## src/rtl/core/vdt_pkg.sv

```systemverilog
// vdt_pkg: shared types and constants for the distinct vector tally.
// Used by vdt_cell, vector_distinct_tally and vdt_checker; no dependencies.
`timescale 1ns / 1ps
`default_nettype none

package vdt_pkg;

  // default sizing, used as the defaults of the top level parameters
  localparam int MAX_CLASSES_DEF = 64;
  localparam int MAX_LEN_DEF     = 8;
  localparam int ELEM_BITS_DEF   = 16;
  localparam int COUNT_BITS_DEF  = 16;

  // fixed field widths of the ports
  localparam int ELEM_W        = 16;
  localparam int VEC_LEN_W     = 4;
  localparam int CLASS_INDEX_W = 6;
  localparam int CLASS_COUNT_W = 16;

  localparam logic [VEC_LEN_W-1:0] VEC_LEN_RESET = 4'd8;

  typedef struct packed {
    logic [ELEM_W-1:0] elem_0;
    logic [ELEM_W-1:0] elem_1;
    logic [ELEM_W-1:0] elem_2;
    logic [ELEM_W-1:0] elem_3;
    logic [ELEM_W-1:0] elem_4;
    logic [ELEM_W-1:0] elem_5;
    logic [ELEM_W-1:0] elem_6;
    logic [ELEM_W-1:0] elem_7;
  } in_item_t;

  typedef struct packed {
    logic [CLASS_INDEX_W-1:0] class_index;
    logic                     is_new;
    logic [CLASS_COUNT_W-1:0] class_count;
    logic                     table_full;
  } out_item_t;

  // control bits that travel with a vector down the cell chain
  typedef struct packed {
    logic valid;   // stage holds an item
    logic done;    // some cell already matched or stored it
    logic is_new;  // it was stored as a new class
  } cell_ctl_t;

endpackage

`default_nettype wire

```

## src/rtl/core/vdt_cell.sv

```systemverilog
// vdt_cell: one class slot of the tally chain: representative, count, compare.
// Depends on vdt_pkg (cell_ctl_t).
`timescale 1ns / 1ps
`default_nettype none

module vdt_cell #(
  parameter int CELL_ID    = 0,
  parameter int MAX_LEN    = vdt_pkg::MAX_LEN_DEF,
  parameter int ELEM_BITS  = vdt_pkg::ELEM_BITS_DEF,
  parameter int COUNT_BITS = vdt_pkg::COUNT_BITS_DEF,
  parameter int IDX_W      = 6
) (
  input  wire logic                          clk,
  input  wire logic                          rst,
  input  wire logic                          en,
  input  wire logic [MAX_LEN-1:0]            elem_mask,
  input  wire vdt_pkg::cell_ctl_t            prev_ctl,
  input  wire logic [MAX_LEN*ELEM_BITS-1:0]  prev_vec,
  input  wire logic [IDX_W-1:0]              prev_idx,
  input  wire logic [COUNT_BITS-1:0]         prev_cnt,
  output vdt_pkg::cell_ctl_t                 next_ctl,
  output logic [MAX_LEN*ELEM_BITS-1:0]       next_vec,
  output logic [IDX_W-1:0]                   next_idx,
  output logic [COUNT_BITS-1:0]              next_cnt
);
  import vdt_pkg::*;

  localparam logic [IDX_W-1:0]      MY_IDX    = IDX_W'(CELL_ID);
  localparam logic [COUNT_BITS-1:0] COUNT_ONE = COUNT_BITS'(1);

  logic                         occupied;
  logic [MAX_LEN*ELEM_BITS-1:0] rep;
  logic [COUNT_BITS-1:0]        count;
  logic [COUNT_BITS-1:0]        count_next;
  logic                         hit;
  logic                         take_hit;
  logic                         take_new;

  always_comb begin
    hit = occupied;
    for (int i = 0; i < MAX_LEN; i++) begin
      if (elem_mask[i] &&
          rep[i*ELEM_BITS +: ELEM_BITS] != prev_vec[i*ELEM_BITS +: ELEM_BITS]) begin
        hit = 1'b0;
      end
    end
  end

  assign take_hit   = prev_ctl.valid && !prev_ctl.done && hit;
  assign take_new   = prev_ctl.valid && !prev_ctl.done && !occupied;
  // saturating increment
  assign count_next = (count == {COUNT_BITS{1'b1}}) ? count : count + COUNT_ONE;

  // control state
  always_ff @(posedge clk) begin
    if (rst) begin
      occupied <= 1'b0;
      next_ctl <= '0;
    end else if (en) begin
      if (take_new) begin
        occupied <= 1'b1;
      end
      next_ctl.valid  <= prev_ctl.valid;
      next_ctl.done   <= prev_ctl.done || take_hit || take_new;
      next_ctl.is_new <= prev_ctl.is_new || take_new;
    end
  end

  // slot contents and the payload handed to the next cell
  always_ff @(posedge clk) begin
    if (en) begin
      next_vec <= prev_vec;
      next_idx <= prev_idx;
      next_cnt <= prev_cnt;
      if (take_hit) begin
        count    <= count_next;
        next_idx <= MY_IDX;
        next_cnt <= count_next;
      end else if (take_new) begin
        rep      <= prev_vec;
        count    <= COUNT_ONE;
        next_idx <= MY_IDX;
        next_cnt <= COUNT_ONE;
      end
    end
  end

endmodule

`default_nettype wire

```

## config.mk

```make
export PLATFORM = sky130hd
export DESIGN_NAME = vdt_cell
export DESIGN_NICKNAME = d
export VERILOG_FILES = /design/src/rtl/core/vdt_pkg.sv /design/src/rtl/core/vdt_cell.sv
export SDC_FILE = /design/constraint.sdc
export NUM_CORES = 1
export LEC_CHECK = 0
export BUFFER_PORTS_ARGS = -buffer_cell sky130_fd_sc_hd__buf_2
export CORE_ASPECT_RATIO = 0.7
export CORE_MARGIN = 3
export CORE_UTILIZATION = 35
export CTS_BUF_LIST = sky130_fd_sc_hd__clkbuf_16
export DETAILED_ROUTE_END_ITERATION = 6
export PLACE_DENSITY = 0.7
export SLEW_MARGIN = 5
export SYNTH_ARGS = -nofsm -noshare
export SYNTH_HDL_FRONTEND = slang
export SYNTH_SLANG_ARGS = --single-unit
```

## constraint.sdc

```tcl
create_clock -name clk -period 20.3 [get_ports clk]
set_input_delay 3.045 -clock clk [delete_from_list [all_inputs] [get_ports clk]]
set_output_delay 3.045 -clock clk [all_outputs]
set_load 0.005 [all_outputs]
```

==> run metrics <==
largest net degree at the start of global routing=81; CP peak stage delay=790 ps; Hold-fix buffers, CTS=0; post-route clock period utilization=between 20% and 30%; setup repair bufs after CTS=0; Die Area=33800 um2; # fillers=2666; H-tree depth=1; grt ovf=0; overall routing resource usage=around 14%; Hold Path Class=reg -> reg; crit-path max FO=37; clock slew at reported path FFs=60 ps; Synth top area share=approximately four fifths; fin util=between 40% and 50%; Final min period=around 5500 ps; Synth area leaders=edfxtp_1, xnor2_1, nand4_1; Root Buffer Master=clkbuf_16; Synth Register Bits=298; Core Area=30600 um2; first-pass GRT wire length=37.0 mm; M3 GR Usage=under 10%; relative slew slack=28.7%; Critical Path RT=between 20000 and 25000 ps; clk sink count=298; DP HPWL=roughly 18 mm; Setup crit end kind=flop; # IOs=approximately 320; busiest grt layer=met2; non-filler cells, final=1372; dpl ws=14250 ps; async set-reset flop share out of synthesis=0%; Rows=53; synthesized area=~11000 um2; port bufs=316; placed insts=1323; CP max stage cell=o41ai_1; arrival time at the worst endpoint=5700 ps; mean post-synth cell area=approximately 19 um2; post-CTS sizing=0; CP bufs+invs=3; worst-path cell chain=buf_2 -> xnor2_1 -> nand4_1 -> o41ai_1 -> nand4_1 -> or3_1 -> buf_4 -> a21oi_1 -> buf_4; Post-Place Cell Area=13200 um2; Top FF cell, synth=edfxtp_1; syn nets=759; Mapped Cells=594; initial drt markers=between 300 and 400; fin. max-slew vios=0; WS Path Type=in -> reg; family with the most delay on the worst path=compound AO/OA/AOI/OAI gates; DRT Pass-1 Iters=5; Residual DRC=0; EDFF count, synth=294; clk_skew=14.3 ps; Routed WL=~24 mm; outcome=completed; Startpoint Class=input pin; maximum clock frequency=0.183 GHz; final worst slack=14830 ps; Syn. warnings=0; CTS max path bufs=3; met1 Usage GRT=~20%; Pwr Density=94.4 nW/um2; Synth-to-Final Area Change=27.3%; setup violators final=0; met2 Use GR=a little over a fifth; Die X=218 um; die height=between 150 and 200 um; share of cells above drive strength 1=38.3%; starting density of the core=36.2%; via-per-instance ratio=4.59; worst-margin pin slew=1070 ps; RSZ-0062 raised after global routing=false; Final Hold Fails=0; via count=6300; RePlAce Congestion=0.763; WL/cell=17.8 um; leakage power=5.19 nW; nets=1106; setup TNS=0 ps; total of max-cap violations=0; vias in the first global route=around 6300; initial antenna violation count=2; fin area=about 14000 um2; CTS tree=built; CTS buffer count=28; area leader, netlist=edfxtp_1; Post-DRT Antenna Nets=0; Netlist cell types=35; VDD IR max=0.0809 mV; Skew-Pair Late Insertion Delay=550 ps; register area share after synthesis=80.6%
## state kept, by name, summed over array words and instances, names as in the netlist
register / flops
next_vec: 128
rep: 128
count: 16
next_cnt: 16
next_idx: 6
next_ctl: 3
occupied: 1
## cells by family after synthesis
kind of cell	after synthesis	share of synthesized area, %
compound gates	31	2.04
fa+ha+maj	1	0.113
mux	5	0.453
flops	298	80.6
buf+inv	23	0.894
xor+xnor	137	10.9
simple gates	99	5.05
## stage by stage
stage,power (W),hold WS (ps)
global route,0.00139,526
detailed placement,0.000833,501
finish,0.00133,513
global placement,0.000830,472
floorplan,0.000768,479
CTS,0.00135,516
## cell usage in the layout (no fill, tap or decap), types with 2 or more instances in the layout
cell,instances
clkinv_1,4
buf_4,7
edfxtp_1,294
nand2b_1,3
bufinv_16,3
o22ai_1,13
nand4_1,37
nand3_1,8
o41ai_1,8
dfxtp_1,4
clkbuf_16,29
nor3_1,2
nor2_1,24
xor2_1,3
inv_1,23
buf_2,315
nor4_1,2
and3_1,11
xnor2_1,134
nand2_1,3
clkinv_2,4
o21ai_0,4
mux2i_1,5
## layer usage
layer | part of all wire (%) | vias up
met4 | 2.6 | 0
met2 | 44 | 221
met1 | 45 | 3054
met3 | 7.6 | 43
li1 | - | 2982
met5 | 0 | -
## Yosys cell counts, types with 2 or more instances
cell	n
nor2_1	25
o41ai_1	8
o22ai_1	13
and3_1	11
buf_2	4
nand4_1	37
nor4_1	2
inv_1	17
nand3_1	8
nand2_1	3
nor3_1	2
edfxtp_1	294
nand2b_1	3
xnor2_1	134
mux2i_1	5
xor2_1	3
o21ai_0	4
dfxtp_1	4
## cell type report
class | count | area, um2 | share of cell area, %
clock inverter | 19 | 165 | 1.17
inverter | 17 | 63.8 | 0.453
tap | 412 | 515 | 3.66
antenna | 1 | 2.50 | 0.0178
multi-input combinational | 273 | 2050 | 14.6
timing repair buffer | 323 | 1640 | 11.7
sequential | 298 | 8910 | 63.3
clock buffer | 29 | 726 | 5.16
## tightest hold or removal path, cell delays in order (launching register included)
cell     delay [ps]
dfxtp_1         340
mux2i_1          70
nor2_1           70
## power breakdown
| group | internal, W | total [W] | switching, W | leakage (nW) |
|---|---|---|---|---|
| Sequential | 0.000713 | 0.000723 | 0.00000972 | 2.83 |
| Clock | 0.000295 | 0.000512 | 0.000217 | 0.462 |
| Combinational | 0.0000434 | 0.0000945 | 0.0000511 | 1.91 |
## worst paths after layout
| check | depth (start not counted) | slack [ps] | endpoint | startpoint |
|---|---|---|---|---|
| worst min register to register | 2 | 510 | next_ctl[2]$_SDFFE_PP0P_ | next_ctl[2]$_SDFFE_PP0P_ |
| worst min-delay path | 2 | 510 | next_ctl[2]$_SDFFE_PP0P_ | next_ctl[2]$_SDFFE_PP0P_ |
| worst max register to register | 8 | 17080 | count[3]$_SDFFCE_PN0P_ | rep[64]$_DFFE_PP_ |
| worst max-delay path | 9 | 14830 | count[3]$_SDFFCE_PN0P_ | prev_vec[64] |
No activity file was read; power rests on OpenSTA's default activity.
